File: src/rtl/core/vtsp_pkg.sv
// ----------------------------------------------------------------------------
// vtsp_pkg
// Shared types and constants of the tagged-value stream parser: codes,
// channel payloads and the command and status bundles of the core.
// ----------------------------------------------------------------------------
`default_nettype none

package vtsp_pkg;

   // Sizing of the frame stack and of container counts
   localparam int STACK_DEPTH = 64;
   localparam int SP_W        = $clog2(STACK_DEPTH);
   localparam int OPEN_W      = 7;
   localparam int COUNT_WIDTH = 32;
   localparam int FRAME_W     = COUNT_WIDTH + 2;
   localparam logic [64:0] COUNT_CAP_WIDE = (65'd1 << COUNT_WIDTH) - 65'd1;
   localparam logic [63:0] COUNT_CAP = COUNT_CAP_WIDE[63:0];

   // Encoding constants
   localparam logic [3:0] VARINT_MAX = 4'd10;
   localparam logic [3:0] VARINT_LAST = 4'd9;
   localparam logic [2:0] HDR_LAST = 3'd5;
   localparam logic [2:0] HDR_VERSION = 3'd4;
   localparam logic [2:0] FLOAT_LAST = 3'd7;

   // Tag bytes
   localparam logic [7:0] TAG_NULL   = 8'h00;
   localparam logic [7:0] TAG_FALSE  = 8'h01;
   localparam logic [7:0] TAG_TRUE   = 8'h02;
   localparam logic [7:0] TAG_INT    = 8'h03;
   localparam logic [7:0] TAG_FLOAT  = 8'h04;
   localparam logic [7:0] TAG_STR    = 8'h05;
   localparam logic [7:0] TAG_BYTES  = 8'h06;
   localparam logic [7:0] TAG_LIST   = 8'h07;
   localparam logic [7:0] TAG_DICT   = 8'h08;
   localparam logic [7:0] TAG_TAGGED = 8'h09;
   localparam logic [7:0] TAG_TUPLE  = 8'h0A;

   // Token kinds
   localparam logic [3:0] KIND_INT   = 4'd3;
   localparam logic [3:0] KIND_FLOAT = 4'd4;
   localparam logic [3:0] KIND_STR   = 4'd5;
   localparam logic [3:0] KIND_BYTES = 4'd6;
   localparam logic [3:0] KIND_LIST  = 4'd7;
   localparam logic [3:0] KIND_DICT  = 4'd8;
   localparam logic [3:0] KIND_TAG   = 4'd9;
   localparam logic [3:0] KIND_TUPLE = 4'd10;
   localparam logic [3:0] KIND_KEY   = 4'd11;
   localparam logic [3:0] KIND_BYTE  = 4'd12;
   localparam logic [3:0] KIND_NONE  = 4'd13;

   // Parse status
   localparam logic [2:0] ST_RUN   = 3'd0;
   localparam logic [2:0] ST_DONE  = 3'd1;
   localparam logic [2:0] ST_TRUNC = 3'd2;
   localparam logic [2:0] ST_ERR   = 3'd3;
   localparam logic [2:0] ST_HDR   = 3'd4;

   // What a varint is read for
   localparam logic [2:0] P_INT    = 3'd0;
   localparam logic [2:0] P_STR    = 3'd1;
   localparam logic [2:0] P_BYTES  = 3'd2;
   localparam logic [2:0] P_LIST   = 3'd3;
   localparam logic [2:0] P_DICT   = 3'd4;
   localparam logic [2:0] P_TAGGED = 3'd5;
   localparam logic [2:0] P_TUPLE  = 3'd6;
   localparam logic [2:0] P_KEY    = 3'd7;

   // Frame kinds
   localparam logic [1:0] FR_LIST   = 2'd0;
   localparam logic [1:0] FR_DICT   = 2'd1;
   localparam logic [1:0] FR_TAGGED = 2'd2;

   // Register indexes
   localparam logic [2:0] REG_MAGIC   = 3'd0;
   localparam logic [2:0] REG_VERSION = 3'd1;
   localparam logic [2:0] REG_LIST    = 3'd2;
   localparam logic [2:0] REG_DICT    = 3'd3;
   localparam logic [2:0] REG_TEXT    = 3'd4;
   localparam logic [2:0] REG_BLOB    = 3'd5;
   localparam logic [2:0] REG_NEST    = 3'd6;

   typedef enum logic [2:0] {
      TV_ZERO,
      TV_BYTE,
      TV_ZIGZAG,
      TV_VARINT,
      TV_FLOAT,
      TV_TAG
   } tval_sel_type;

   typedef struct packed {
      logic [7:0] data_byte;
      logic       end_of_buffer;
   } req_payload_type;

   typedef struct packed {
      logic [3:0]  token_kind;
      logic [63:0] token_value;
      logic [6:0]  nesting_depth;
      logic [2:0]  status;
   } rsp_payload_type;

   typedef struct packed {
      logic         latch;
      logic         restart;
      logic         hdr_step;
      logic         acc_clr;
      logic         purpose_wr;
      logic [2:0]   purpose;
      logic         var_take;
      logic         flt_take;
      logic         pay_load;
      logic         pay_dec;
      logic         tok_wr;
      logic [3:0]   tok_kind;
      tval_sel_type tok_sel;
      logic         push;
      logic [1:0]   push_kind;
      logic         top_dec;
      logic         pop;
      logic         pop_load;
      logic         emit;
      logic [2:0]   emit_status;
   } ctrl_cmd_type;

   typedef struct packed {
      logic [7:0] data_byte;
      logic       last;
      logic [2:0] hdr_idx;
      logic       hdr_bad_next;
      logic [2:0] purpose;
      logic [3:0] vlen;
      logic       var_zero;
      logic       over_text;
      logic       over_blob;
      logic       over_list;
      logic       over_dict;
      logic       depth_err;
      logic       stack_full;
      logic       open_zero;
      logic       open_one;
      logic       top_last;
      logic [1:0] top_kind;
      logic       pay_last;
      logic       out_free;
   } dp_stat_type;

endpackage

`default_nettype wire

File: src/rtl/core/vtsp_datapath.sv
// ----------------------------------------------------------------------------
// vtsp_datapath
// Registers, varint and float assembly, limit checks, frame stack with a
// cached top frame, and the result register.
// ----------------------------------------------------------------------------
`default_nettype none

module vtsp_datapath
   import vtsp_pkg::*;
(
   input  wire logic            clock,
   input  wire logic            reset,
   input  wire req_payload_type req_payload,
   input  wire logic            rsp_stall,
   output      logic            rsp_valid,
   output      rsp_payload_type rsp_payload,
   input  wire logic            csr_we,
   input  wire logic [2:0]      csr_index,
   input  wire logic [31:0]     csr_wdata,
   input  wire ctrl_cmd_type    cmd,
   output      dp_stat_type     stat
);

   logic [31:0] magic_ff, list_max_ff, dict_max_ff, text_max_ff, blob_max_ff;
   logic [7:0]  version_ff;
   logic [6:0]  nest_max_ff;

   logic [7:0]  byte_ff;
   logic        last_ff;
   logic [2:0]  hdr_idx_ff;
   logic        hdr_bad_ff;
   logic [63:0] acc_ff;
   logic [3:0]  vlen_ff;
   logic [2:0]  purpose_ff;
   logic [COUNT_WIDTH-1:0] pay_ff;
   logic [OPEN_W-1:0] open_ff;
   logic [COUNT_WIDTH-1:0] top_left_ff;
   logic [1:0]  top_kind_ff;
   logic [FRAME_W-1:0] mem_rd_ff;
   logic [FRAME_W-1:0] frame_mem [STACK_DEPTH];
   logic [3:0]  tok_kind_ff;
   logic [63:0] tok_val_ff;
   logic [OPEN_W-1:0] depth_ff;
   logic        rsp_valid_ff;
   rsp_payload_type rsp_data_ff;

   logic [7:0]  want;
   logic [6:0]  vshift;
   logic [70:0] grp;
   logic [63:0] var_new, flt_new, zigzag, tok_val_in;
   logic [63:0] list_lim, dict_lim;
   logic [OPEN_W-1:0] nest_lim, open_m1, open_m2;
   logic [COUNT_WIDTH-1:0] pay_next, push_count;

   // Expected header byte
   always_comb begin
      if (hdr_idx_ff < HDR_VERSION) begin
         want = 8'(magic_ff >> {hdr_idx_ff[1:0], 3'b000});
      end else if (hdr_idx_ff == HDR_VERSION) begin
         want = version_ff;
      end else begin
         want = byte_ff;
      end
   end

   // Assemble varint group and float byte
   assign vshift  = 7'({vlen_ff, 3'b000}) - 7'(vlen_ff);
   assign grp     = 71'(byte_ff[6:0]) << vshift;
   assign var_new = acc_ff | ((vlen_ff < VARINT_MAX) ? grp[63:0] : 64'd0);
   assign flt_new = acc_ff | (64'(byte_ff) << {vlen_ff[2:0], 3'b000});
   assign zigzag  = {1'b0, var_new[63:1]} ^ {64{var_new[0]}};

   // Limits
   assign list_lim = (64'(list_max_ff) > COUNT_CAP) ? COUNT_CAP : 64'(list_max_ff);
   assign dict_lim = (64'(dict_max_ff) > COUNT_CAP) ? COUNT_CAP : 64'(dict_max_ff);
   assign nest_lim = (nest_max_ff > OPEN_W'(STACK_DEPTH)) ? OPEN_W'(STACK_DEPTH)
                                                          : nest_max_ff;
   assign open_m1  = open_ff - OPEN_W'(1);
   assign open_m2  = open_ff - OPEN_W'(2);
   assign pay_next = pay_ff - COUNT_WIDTH'(1);
   assign push_count = (cmd.push_kind == FR_TAGGED) ? COUNT_WIDTH'(1)
                                                    : var_new[COUNT_WIDTH-1:0];

   always_comb begin
      unique case (cmd.tok_sel)
         TV_ZERO:   tok_val_in = 64'd0;
         TV_BYTE:   tok_val_in = 64'(byte_ff);
         TV_ZIGZAG: tok_val_in = zigzag;
         TV_VARINT: tok_val_in = var_new;
         TV_FLOAT:  tok_val_in = flt_new;
         TV_TAG:    tok_val_in = {32'd0, var_new[31:0]};
         default:   tok_val_in = 64'd0;
      endcase
   end

   // Status towards the controller
   always_comb begin
      stat.data_byte    = byte_ff;
      stat.last         = last_ff;
      stat.hdr_idx      = hdr_idx_ff;
      stat.hdr_bad_next = hdr_bad_ff | (byte_ff != want);
      stat.purpose      = purpose_ff;
      stat.vlen         = vlen_ff;
      stat.var_zero     = (var_new == 64'd0);
      stat.over_text    = (var_new > 64'(text_max_ff));
      stat.over_blob    = (var_new > 64'(blob_max_ff));
      stat.over_list    = (var_new > list_lim);
      stat.over_dict    = (var_new > dict_lim);
      stat.depth_err    = (open_ff >= nest_lim);
      stat.stack_full   = (open_ff >= OPEN_W'(STACK_DEPTH));
      stat.open_zero    = (open_ff == '0);
      stat.open_one     = (open_ff == OPEN_W'(1));
      stat.top_last     = (top_left_ff == COUNT_WIDTH'(1));
      stat.top_kind     = top_kind_ff;
      stat.pay_last     = (pay_next == '0);
      stat.out_free     = !rsp_valid_ff || !rsp_stall;
   end

   // Configuration registers
   always_ff @(posedge clock) begin
      if (reset) begin
         magic_ff    <= '0;
         version_ff  <= '0;
         list_max_ff <= '1;
         dict_max_ff <= '1;
         text_max_ff <= '1;
         blob_max_ff <= '1;
         nest_max_ff <= 7'd64;
      end else if (csr_we) begin
         unique case (csr_index)
            REG_MAGIC:   magic_ff    <= csr_wdata;
            REG_VERSION: version_ff  <= csr_wdata[7:0];
            REG_LIST:    list_max_ff <= csr_wdata;
            REG_DICT:    dict_max_ff <= csr_wdata;
            REG_TEXT:    text_max_ff <= csr_wdata;
            REG_BLOB:    blob_max_ff <= csr_wdata;
            REG_NEST:    nest_max_ff <= csr_wdata[6:0];
            default: ;
         endcase
      end
   end

   // Parse state registers
   always_ff @(posedge clock) begin
      if (reset || cmd.restart) begin
         hdr_idx_ff <= '0;
         hdr_bad_ff <= 1'b0;
         acc_ff     <= '0;
         vlen_ff    <= '0;
         purpose_ff <= '0;
         pay_ff     <= '0;
         open_ff    <= '0;
      end else begin
         if (cmd.hdr_step) begin
            hdr_bad_ff <= stat.hdr_bad_next;
            if (hdr_idx_ff < HDR_LAST) hdr_idx_ff <= hdr_idx_ff + 3'd1;
         end
         if (cmd.acc_clr) begin
            acc_ff  <= '0;
            vlen_ff <= '0;
         end else if (cmd.var_take) begin
            acc_ff  <= var_new;
            vlen_ff <= vlen_ff + 4'd1;
         end else if (cmd.flt_take) begin
            acc_ff  <= flt_new;
            vlen_ff <= vlen_ff + 4'd1;
         end
         if (cmd.purpose_wr) purpose_ff <= cmd.purpose;
         if (cmd.pay_load) begin
            pay_ff <= var_new[COUNT_WIDTH-1:0];
         end else if (cmd.pay_dec) begin
            pay_ff <= pay_next;
         end
         if (cmd.push) begin
            open_ff <= open_ff + OPEN_W'(1);
         end else if (cmd.pop) begin
            open_ff <= open_m1;
         end
      end
   end

   // Frame stack: memory below a cached top frame
   always_ff @(posedge clock) begin
      if (cmd.push && !stat.open_zero) begin
         frame_mem[open_m1[SP_W-1:0]] <= {top_kind_ff, top_left_ff};
      end
      if (cmd.pop) mem_rd_ff <= frame_mem[open_m2[SP_W-1:0]];
   end

   always_ff @(posedge clock) begin
      if (cmd.push) begin
         top_kind_ff <= cmd.push_kind;
         top_left_ff <= push_count;
      end else if (cmd.pop_load) begin
         {top_kind_ff, top_left_ff} <= mem_rd_ff;
      end else if (cmd.top_dec) begin
         top_left_ff <= top_left_ff - COUNT_WIDTH'(1);
      end
   end

   // Input byte and token registers
   always_ff @(posedge clock) begin
      if (cmd.latch) begin
         byte_ff     <= req_payload.data_byte;
         last_ff     <= req_payload.end_of_buffer;
         depth_ff    <= open_ff;
         tok_kind_ff <= KIND_NONE;
         tok_val_ff  <= '0;
      end else if (cmd.tok_wr) begin
         tok_kind_ff <= cmd.tok_kind;
         tok_val_ff  <= tok_val_in;
      end
   end

   // Result register
   always_ff @(posedge clock) begin
      if (reset) begin
         rsp_valid_ff <= 1'b0;
      end else if (cmd.emit) begin
         rsp_valid_ff <= 1'b1;
      end else if (!rsp_stall) begin
         rsp_valid_ff <= 1'b0;
      end
   end

   always_ff @(posedge clock) begin
      if (cmd.emit) begin
         rsp_data_ff.token_kind    <= tok_kind_ff;
         rsp_data_ff.token_value   <= tok_val_ff;
         rsp_data_ff.nesting_depth <= depth_ff;
         rsp_data_ff.status        <= cmd.emit_status;
      end
   end

   assign rsp_valid   = rsp_valid_ff;
   assign rsp_payload = rsp_data_ff;

endmodule

`default_nettype wire

File: src/rtl/core/vtsp_ctrl.sv
// ----------------------------------------------------------------------------
// vtsp_ctrl
// Parse controller: header, tag, varint, float and payload phases, the
// container close sequence and result hand-off.
// ----------------------------------------------------------------------------
`default_nettype none

module vtsp_ctrl
   import vtsp_pkg::*;
(
   input  wire logic         clock,
   input  wire logic         reset,
   input  wire logic         req_valid,
   output      logic         req_stall,
   input  wire dp_stat_type  stat,
   output      ctrl_cmd_type cmd
);

   typedef enum logic [2:0] {
      S_IDLE, S_EXEC, S_FIN, S_POPLD, S_BEGIN, S_END
   } state_type;

   typedef enum logic [2:0] {
      PH_HEADER, PH_TAG, PH_VARINT, PH_FLOAT, PH_PAYLOAD
   } phase_type;

   state_type state_ff, state_in;
   phase_type phase_ff, phase_in;
   logic      skip_ff, skip_in;
   logic      tok_ff, tok_in;
   logic [2:0] st_ff, st_in;
   logic [2:0] st_final;
   logic       need_emit;

   assign st_final  = (st_ff == ST_RUN && stat.last) ? ST_TRUNC : st_ff;
   assign need_emit = tok_ff || (st_final != ST_RUN);

   always_comb begin
      cmd      = '0;
      cmd.tok_sel = TV_ZERO;
      state_in = state_ff;
      phase_in = phase_ff;
      skip_in  = skip_ff;
      tok_in   = tok_ff;
      st_in    = st_ff;

      unique case (state_ff)
         // Take a byte
         S_IDLE: begin
            if (req_valid) begin
               cmd.latch = 1'b1;
               tok_in    = 1'b0;
               st_in     = ST_RUN;
               state_in  = S_EXEC;
            end
         end

         // Work on the byte by phase
         S_EXEC: begin
            state_in = S_END;
            if (skip_ff) begin
               state_in = S_IDLE;
               if (stat.last) begin
                  cmd.restart = 1'b1;
                  phase_in    = PH_HEADER;
                  skip_in     = 1'b0;
               end
            end else begin
               unique case (phase_ff)
                  PH_HEADER: begin
                     cmd.hdr_step = 1'b1;
                     if (stat.hdr_idx == HDR_LAST) begin
                        if (stat.hdr_bad_next) st_in = ST_HDR;
                        else state_in = S_BEGIN;
                     end
                  end
                  PH_TAG: begin
                     cmd.acc_clr = 1'b1;
                     phase_in    = PH_VARINT;
                     unique case (stat.data_byte)
                        TAG_NULL, TAG_FALSE, TAG_TRUE: begin
                           cmd.tok_wr   = 1'b1;
                           cmd.tok_kind = stat.data_byte[3:0];
                           tok_in       = 1'b1;
                           phase_in     = phase_ff;
                           state_in     = S_FIN;
                        end
                        TAG_INT: begin
                           cmd.purpose_wr = 1'b1;
                           cmd.purpose    = P_INT;
                        end
                        TAG_FLOAT:  phase_in = PH_FLOAT;
                        TAG_STR: begin
                           cmd.purpose_wr = 1'b1;
                           cmd.purpose    = P_STR;
                        end
                        TAG_BYTES: begin
                           cmd.purpose_wr = 1'b1;
                           cmd.purpose    = P_BYTES;
                        end
                        TAG_LIST: begin
                           cmd.purpose_wr = 1'b1;
                           cmd.purpose    = P_LIST;
                        end
                        TAG_DICT: begin
                           cmd.purpose_wr = 1'b1;
                           cmd.purpose    = P_DICT;
                        end
                        TAG_TAGGED: begin
                           cmd.purpose_wr = 1'b1;
                           cmd.purpose    = P_TAGGED;
                        end
                        TAG_TUPLE: begin
                           cmd.purpose_wr = 1'b1;
                           cmd.purpose    = P_TUPLE;
                        end
                        default: begin
                           cmd.acc_clr = 1'b0;
                           phase_in    = phase_ff;
                           st_in       = ST_ERR;
                        end
                     endcase
                  end
                  PH_VARINT: begin
                     cmd.var_take = 1'b1;
                     if (stat.data_byte[7]) begin
                        if (stat.vlen == VARINT_LAST) st_in = ST_ERR;
                     end else begin
                        cmd.tok_sel = TV_VARINT;
                        unique case (stat.purpose)
                           P_INT: begin
                              cmd.tok_wr   = 1'b1;
                              cmd.tok_kind = KIND_INT;
                              cmd.tok_sel  = TV_ZIGZAG;
                              tok_in       = 1'b1;
                              state_in     = S_FIN;
                           end
                           P_STR, P_BYTES, P_KEY: begin
                              if ((stat.purpose == P_BYTES) ? stat.over_blob
                                                            : stat.over_text) begin
                                 st_in = ST_ERR;
                              end else begin
                                 cmd.tok_wr   = 1'b1;
                                 cmd.tok_kind = (stat.purpose == P_STR) ? KIND_STR :
                                                (stat.purpose == P_BYTES) ? KIND_BYTES
                                                                          : KIND_KEY;
                                 tok_in       = 1'b1;
                                 if (stat.var_zero) begin
                                    state_in = (stat.purpose == P_KEY) ? S_BEGIN : S_FIN;
                                 end else begin
                                    cmd.pay_load = 1'b1;
                                    phase_in     = PH_PAYLOAD;
                                 end
                              end
                           end
                           P_LIST, P_TUPLE, P_DICT: begin
                              if ((stat.purpose == P_DICT) ? stat.over_dict
                                                           : stat.over_list) begin
                                 st_in = ST_ERR;
                              end else begin
                                 cmd.tok_wr   = 1'b1;
                                 cmd.tok_kind = (stat.purpose == P_LIST) ? KIND_LIST :
                                                (stat.purpose == P_DICT) ? KIND_DICT
                                                                         : KIND_TUPLE;
                                 tok_in       = 1'b1;
                                 if (stat.var_zero) begin
                                    state_in = S_FIN;
                                 end else if (stat.stack_full) begin
                                    st_in = ST_ERR;
                                 end else if (stat.purpose == P_DICT) begin
                                    cmd.push       = 1'b1;
                                    cmd.push_kind  = FR_DICT;
                                    cmd.acc_clr    = 1'b1;
                                    cmd.purpose_wr = 1'b1;
                                    cmd.purpose    = P_KEY;
                                 end else begin
                                    cmd.push      = 1'b1;
                                    cmd.push_kind = FR_LIST;
                                    state_in      = S_BEGIN;
                                 end
                              end
                           end
                           default: begin
                              cmd.tok_wr   = 1'b1;
                              cmd.tok_kind = KIND_TAG;
                              cmd.tok_sel  = TV_TAG;
                              tok_in       = 1'b1;
                              if (stat.stack_full) begin
                                 st_in = ST_ERR;
                              end else begin
                                 cmd.push      = 1'b1;
                                 cmd.push_kind = FR_TAGGED;
                                 state_in      = S_BEGIN;
                              end
                           end
                        endcase
                     end
                  end
                  PH_FLOAT: begin
                     cmd.flt_take = 1'b1;
                     if (stat.vlen[2:0] == FLOAT_LAST) begin
                        cmd.tok_wr   = 1'b1;
                        cmd.tok_kind = KIND_FLOAT;
                        cmd.tok_sel  = TV_FLOAT;
                        tok_in       = 1'b1;
                        state_in     = S_FIN;
                     end
                  end
                  PH_PAYLOAD: begin
                     cmd.pay_dec  = 1'b1;
                     cmd.tok_wr   = 1'b1;
                     cmd.tok_kind = KIND_BYTE;
                     cmd.tok_sel  = TV_BYTE;
                     tok_in       = 1'b1;
                     if (stat.pay_last) begin
                        state_in = (stat.purpose == P_KEY) ? S_BEGIN : S_FIN;
                     end
                  end
                  default: st_in = ST_ERR;
               endcase
            end
         end

         // Count down the top frame, closing finished containers
         S_FIN: begin
            if (stat.open_zero) begin
               st_in    = ST_DONE;
               state_in = S_END;
            end else if (stat.top_last) begin
               cmd.pop  = 1'b1;
               state_in = stat.open_one ? S_FIN : S_POPLD;
            end else begin
               cmd.top_dec = 1'b1;
               if (stat.top_kind == FR_DICT) begin
                  cmd.acc_clr    = 1'b1;
                  cmd.purpose_wr = 1'b1;
                  cmd.purpose    = P_KEY;
                  phase_in       = PH_VARINT;
                  state_in       = S_END;
               end else begin
                  state_in = S_BEGIN;
               end
            end
         end

         // Restore the frame below
         S_POPLD: begin
            cmd.pop_load = 1'b1;
            state_in     = S_FIN;
         end

         // A value is due: check depth
         S_BEGIN: begin
            if (stat.depth_err) st_in = ST_ERR;
            else phase_in = PH_TAG;
            state_in = S_END;
         end

         // Hand the result over and close the byte
         S_END: begin
            if (!need_emit || stat.out_free) begin
               cmd.emit        = need_emit;
               cmd.emit_status = st_final;
               state_in        = S_IDLE;
               if (st_final != ST_RUN) begin
                  if (stat.last) begin
                     cmd.restart = 1'b1;
                     phase_in    = PH_HEADER;
                  end else begin
                     skip_in = 1'b1;
                  end
               end
            end
         end

         default: state_in = S_IDLE;
      endcase
   end

   // State and registered control
   always_ff @(posedge clock) begin
      if (reset) begin
         state_ff <= S_IDLE;
         phase_ff <= PH_HEADER;
         skip_ff  <= 1'b0;
         tok_ff   <= 1'b0;
         st_ff    <= ST_RUN;
      end else begin
         state_ff <= state_in;
         phase_ff <= phase_in;
         skip_ff  <= skip_in;
         tok_ff   <= tok_in;
         st_ff    <= st_in;
      end
   end

   assign req_stall = (state_ff != S_IDLE);

endmodule

`default_nettype wire

File: src/rtl/core/varint_tlv_stream_parser_unit.sv
// ----------------------------------------------------------------------------
// varint_tlv_stream_parser_unit
// Byte-stream parser for a header-checked, tagged zigzag-varint encoding;
// one token per recognised item or payload byte.
//
//   channel  ports                         direction
//   req      req_valid/req_stall/payload   in : one buffer byte
//   rsp      rsp_valid/rsp_stall/payload   out: token and status
//   csr      csr_we/csr_index/csr_wdata    in : register write
//
// Each container closed on the way pops its frame; unless it was the last
// one open, the frame below is read from the single-port frame stack.
// Bytes in the skip region after an end of parse yield no result.
// Reset is synchronous and needs no clearing pass; frames are read only
// after being pushed. A stalled result holds until taken; the next byte is
// accepted meanwhile and waits at hand-off only if it also has a result.
// ----------------------------------------------------------------------------
`default_nettype none

module varint_tlv_stream_parser_unit
   import vtsp_pkg::*;
(
   input  wire logic            clock,
   input  wire logic            reset,
   input  wire logic            req_valid,
   output      logic            req_stall,
   input  wire req_payload_type req_payload,
   output      logic            rsp_valid,
   input  wire logic            rsp_stall,
   output      rsp_payload_type rsp_payload,
   input  wire logic            csr_we,
   input  wire logic [2:0]      csr_index,
   input  wire logic [31:0]     csr_wdata
);

   ctrl_cmd_type cmd;
   dp_stat_type  stat;

   // Control
   vtsp_ctrl u_ctrl (
      .clock     (clock),
      .reset     (reset),
      .req_valid (req_valid),
      .req_stall (req_stall),
      .stat      (stat),
      .cmd       (cmd)
   );

   // Datapath
   vtsp_datapath u_datapath (
      .clock       (clock),
      .reset       (reset),
      .req_payload (req_payload),
      .rsp_stall   (rsp_stall),
      .rsp_valid   (rsp_valid),
      .rsp_payload (rsp_payload),
      .csr_we      (csr_we),
      .csr_index   (csr_index),
      .csr_wdata   (csr_wdata),
      .cmd         (cmd),
      .stat        (stat)
   );

endmodule

`default_nettype wire
File: config.mk
export PLATFORM = sky130hd
export DESIGN_NAME = varint_tlv_stream_parser_unit
export DESIGN_NICKNAME = d
export VERILOG_FILES = /design/src/rtl/core/vtsp_pkg.sv /design/src/rtl/core/vtsp_datapath.sv /design/src/rtl/core/vtsp_ctrl.sv /design/src/rtl/core/varint_tlv_stream_parser_unit.sv
export SDC_FILE = /design/constraint.sdc
export NUM_CORES = 2
export LEC_CHECK = 0
export BUFFER_PORTS_ARGS = -buffer_cell sky130_fd_sc_hd__buf_2
export CAP_MARGIN = 15
export CORE_UTILIZATION = 43
export DETAILED_ROUTE_END_ITERATION = 8
export PLACE_DENSITY = 0.59
export SYNTH_ARGS = -nofsm -noshare
export SYNTH_HDL_FRONTEND = slang
export SYNTH_SLANG_ARGS = --single-unit
File: constraint.sdc
create_clock -name clock -period 8.25 [get_ports clock]
set_input_delay 0.4125 -clock clock [delete_from_list [all_inputs] [get_ports clock]]
set_output_delay 0.4125 -clock clock [all_outputs]
set_load 0.03 [all_outputs]
==> PnR_summary.wiki <==
{| class="wikitable"
! Metric !! Value
|-
| Clock root buffer || clkbuf_16
|-
| Vias after detailed routing || 65100
|-
| Minimum setup slack in the final design || 0.469 ns
|-
| Worst reg2reg setup slack || 0.47 ns
|-
| Worst IR Drop VDD || 214 uV
|-
| Largest net degree at the start of global routing || 135
|-
| Vias in the first global route || 63900
|-
| Max-slew violation count || 0
|-
| Beginning of the worst hold path || reset
|-
| Worst Setup Path Type || flip-flop to flip-flop
|-
| Worst reg2reg endpoint || u_datapath.frame_mem[51][7]
|-
| Number of fill cells in the layout || 21500
|-
| Post-place setup slack || 0.236 ns
|-
| Synth cell types || 100
|-
| First-pass detailed-route iteration total || 7
|-
| Die width || 514 um
|-
| First-pass GRT wire length || 466000 um
|-
| HPWL reported at the end of detailed placement || 205000 um
|-
| Post-synth top flop || edfxtp_1
|-
| Adder-cell share of the synthesized area || 1.72%
|-
| Worst hold path type || primary input to flip-flop
|-
| Yosys synthesis warning count || 0
|-
| Routed length per instance || 30.1 um
|-
| Clock tree from TritonCTS || done
|-
| Synthesized area || 113000 um^2
|-
| Final core utilization || 49.6%
|-
| Mux contribution to synthesized area || 14.4%
|-
| Tightest Pin Transition || 1.38 ns
|-
| Insertion delay to the later sink of the worst-skew pair || 0.88 ns
|-
| Buffer levels on the longest clock path || 4
|-
| Overall power of the completed layout || 30.4 mW
|-
| Clk slew on worst S/H paths || 0.07 ns
|-
| Number of synthesized flops with an enable pin || 2338
|-
| Max capacitance violation total || 0
|-
| Final Cycle Share || 94.3%
|-
| Delay of the slowest cell on the worst path || 0.96 ns
|-
| Combinational family with the most area after synthesis || multiplexers
|-
| Endpoint of the worst hold path || u_ctrl.phase_ff[2]
|-
| TritonCTS buffer count || 290
|-
| Final-report setup violation count || 0
|-
| Relative slew slack || 8.04%
|-
| Core area || 260000 um^2
|-
| Boundary pin count || 129
|-
| Number of nets with antenna violations after routing || 0
|-
| Clock tree sinks || 2707
|-
| Fmax || 0.129 GHz
|-
| Number of buffer and inverter stages on the critical path || 4
|-
| RSZ-0062 raised after global routing || no
|-
| Register bit total from synthesis || 2707
|-
| Met2 WL post-DR || 154000 um
|-
| Height of the die || 514 um
|-
| Accumulated negative setup slack || 0 ns
|-
| GRT Resource Usage Total || 24.3%
|-
| Routed vias/inst || 6.02
|-
| Worst hold slack || 0.0647 ns
|-
| Number of DRC markers after the initial detailed-route iteration || 8032
|-
| Final net count || 7316
|-
| Launching element type of the critical path || flip-flop
|-
| Cell-by-cell listing of the critical path || inv_1 -> ha_1 -> buf_4 -> a21oi_1 -> mux2_2 -> a21oi_1 -> and2_2 -> a21oi_1 -> inv_1 -> ha_1 -> nand2_1 -> nor2_1 -> a2111oi_0 -> a211oi_1 -> a311oi_1 -> o22ai_1 -> nor3_4 -> nand3b_2 -> a211oi_2 -> nand2_1 -> buf_12 -> nor2_2
|-
| Worst Reg-to-Reg Cells || 22
|-
| Basic-gate share of the synthesized area counting and, or, nand and nor cells || 5.37%
|-
| Kind of cell with the highest combined delay on the critical path || compound AO/OA/AOI/OAI gates
|-
| Critical path fanouts, max || 14
|-
| Routed Wire Length || 326000 um
|-
| Area share of xor/xnor cells in the synthesized design || 1.10%
|-
| Port Buffer Count || 128
|-
| Average cell area after synthesis || 16.7 um^2
|-
| Critical Path Most Common Cell || a21oi_1
|-
| Final setup skew || 0.0945 ns
|-
| Static leakage power || 41.0 nW
|-
| Top routing layer in use || met5
|-
| Initial core utilization || 43.4%
|-
| Net count after synthesis || 6958
|-
| Grt total ovfl || 0
|-
| Layout cells sized above 1 || 23.2%
|-
| Clock H-tree levels || 5
|-
| DR DRC count || 0
|-
| Async set or reset register ratio after synthesis || 0%
|-
| Full die area || 264000 um^2
|-
| Crit path arrival time || 8.24 ns
|-
| Total met3 wirelength after detailed routing || 23300 um
|-
| Outcome || completed
|-
| Wire length the detailed router placed on met1 || 138000 um
|-
| Minimum period implied by the final worst setup slack || 7.78 ns
|-
| Cell type of the slowest stage on the worst timing path || nor2_2
|-
| Final hold viol count || 0
|-
| FF-to-FF Start || u_datapath.vlen_ff[3]
|-
| Rows || 187
|-
| Endpoint kind of the worst setup timing path || flip-flop
|-
| Number of antenna violations at the first check in global routing || 19
|-
| Instance count along the most critical hold path || 2
|-
| Area added between synthesis and finish || 14.3%
|-
| Final Wtd Congestion || 0.984
|-
| Power density over the cells || 236 nW/um^2
|-
| Worst path required time || 8.71 ns
|-
| Synthesized netlist cell count || 6754
|-
| Synth Area in Compound Gates || 6.43%
|-
| Seq/Total Area, Yosys || 68.8%
|}
[metal layers]
layer | track usage, % | vias up
li1 | - | 27700
met1 | 34.6 | 33900
met2 | 38.5 | 2896
met3 | 3.43 | 537
met4 | 7.63 | 2
met5 | 0 | -
[synthesized netlist by cell type (15+ instances only)]
| cell type | n | area (um^2) |
|---|---|---|
| edfxtp_1 | 2338 | 70200 |
| mux4_2 | 714 | 16100 |
| nor2_1 | 442 | 1660 |
| nand2_1 | 395 | 1480 |
| dfxtp_1 | 369 | 7390 |
| a21oi_1 | 362 | 1810 |
| clkbuf_1 | 295 | 1110 |
| inv_1 | 198 | 743 |
| o21ai_0 | 167 | 836 |
| ha_1 | 155 | 1940 |
| a211oi_1 | 121 | 908 |
| xnor2_1 | 108 | 946 |
| nor3_1 | 86 | 430 |
| nand3_1 | 79 | 395 |
| buf_1 | 75 | 282 |
| a211o_1 | 69 | 604 |
| a31oi_1 | 65 | 407 |
| o22ai_1 | 46 | 288 |
| o211ai_1 | 44 | 330 |
| nand3b_1 | 38 | 285 |
| nor4_1 | 37 | 231 |
| nor2b_1 | 36 | 225 |
| xor2_1 | 34 | 298 |
| a21o_1 | 32 | 240 |
| nand4_1 | 32 | 200 |
| a221oi_1 | 31 | 272 |
| nand2b_1 | 29 | 181 |
| buf_2 | 26 | 130 |
| or3_1 | 26 | 163 |
| a211oi_2 | 24 | 300 |
| and2_1 | 22 | 138 |
| or2_2 | 15 | 93.8 |
| or4_1 | 15 | 113 |
[placed cells by master (no fill, tap or decap), types with 33 or more instances in the layout]
cell,n
clkbuf_16,293
nand3_1,77
edfxtp_1,2338
xor2_1,33
clkinv_1,47
nor2_1,373
nand3b_1,38
mux4_2,714
nand2_1,393
xnor2_1,105
dlygate4sd3_1,42
ha_1,154
clkbuf_1,78
nor4_1,37
dfxtp_1,366
inv_1,198
a211oi_1,121
o22ai_1,46
a31oi_1,65
nor2_4,69
a21oi_1,361
o211ai_1,44
o21ai_0,165
a211o_1,69
nor2b_1,36
buf_2,128
nor3_1,83
buf_4,266
[worst max-delay path by stage]
stage	endpoint	start	depth (start not counted)	slack (ns)
2_1_floorplan	u_datapath.frame_mem[54][0]	u_datapath.vlen_ff[0]	26	0.39
3_3_place_gp	u_datapath.frame_mem[24][9]	u_datapath.vlen_ff[3]	23	0.35
3_5_place_dp	u_datapath.frame_mem[24][13]	u_datapath.vlen_ff[3]	23	0.24
4_1_cts	u_datapath.frame_mem[24][16]	u_datapath.vlen_ff[3]	23	0.23
5_1_grt	u_datapath.frame_mem[17][3]	u_datapath.vlen_ff[3]	23	0.15
6_report	u_datapath.frame_mem[51][7]	u_datapath.vlen_ff[3]	22	0.47
[cell families after synthesis]
family / count (synthesis)
XOR/XNOR: 142
adder cells (fa/ha/maj): 155
flip-flops: 2707
AND/OR/NAND/NOR: 1305
buffers and inverters: 616
multiplexers: 732
AO/OA/AOI/OAI: 1097
[registers in the layout, summed over array words and instances, names as in the netlist, 7 cells and up]
signal / count
u_datapath.acc_ff: 64
u_datapath.blob_max_ff: 32
u_datapath.byte_ff: 8
u_datapath.depth_ff: 7
u_datapath.dict_max_ff: 32
u_datapath.frame_mem: 2176
u_datapath.list_max_ff: 32
u_datapath.magic_ff: 32
u_datapath.mem_rd_ff: 34
u_datapath.nest_max_ff: 7
u_datapath.open_ff: 7
u_datapath.pay_ff: 32
u_datapath.rsp_payload: 78
u_datapath.text_max_ff: 32
u_datapath.tok_val_ff: 64
u_datapath.top_left_ff: 32
u_datapath.version_ff: 8
[power breakdown]
group / leakage, nW / switching, mW / internal, mW
registers: 23.6 / 0.154 / 14.8
clock network: 4.35 / 5.29 / 7.23
logic: 13.0 / 1.96 / 0.930
total: 41.0 / 7.41 / 23.0
[metrics by stage]
step	cells	area, um^2
finish	10800	129000
global route	10800	129000
CTS	10800	129000
detailed placement	10300	119000
global placement	10300	119000
floorplan	6754	113000
[cell type report]
class | count | area (um^2) | area share (%)
clock buffers | 377 | 7710 | 5.97
flip-flops and latches | 2707 | 77600 | 60.2
clock inverters | 123 | 1240 | 0.963
multi-input cells | 3439 | 33500 | 25.9
diodes | 4 | 10.0 | 0.00776
inverters | 201 | 756 | 0.586
repair buffers | 473 | 3830 | 2.97
well taps | 3496 | 4370 | 3.39
[what timing repair did]
action | 4_1_cts | 5_1_grt
gates resized for setup | 0 | 3
hold buffers | 42 | 0
hold endpoints to repair | 172 | 0
endpoints found under the setup margin | 0 | 173
setup buffers | 0 | 6
Power figures use the tool's default switching activity.
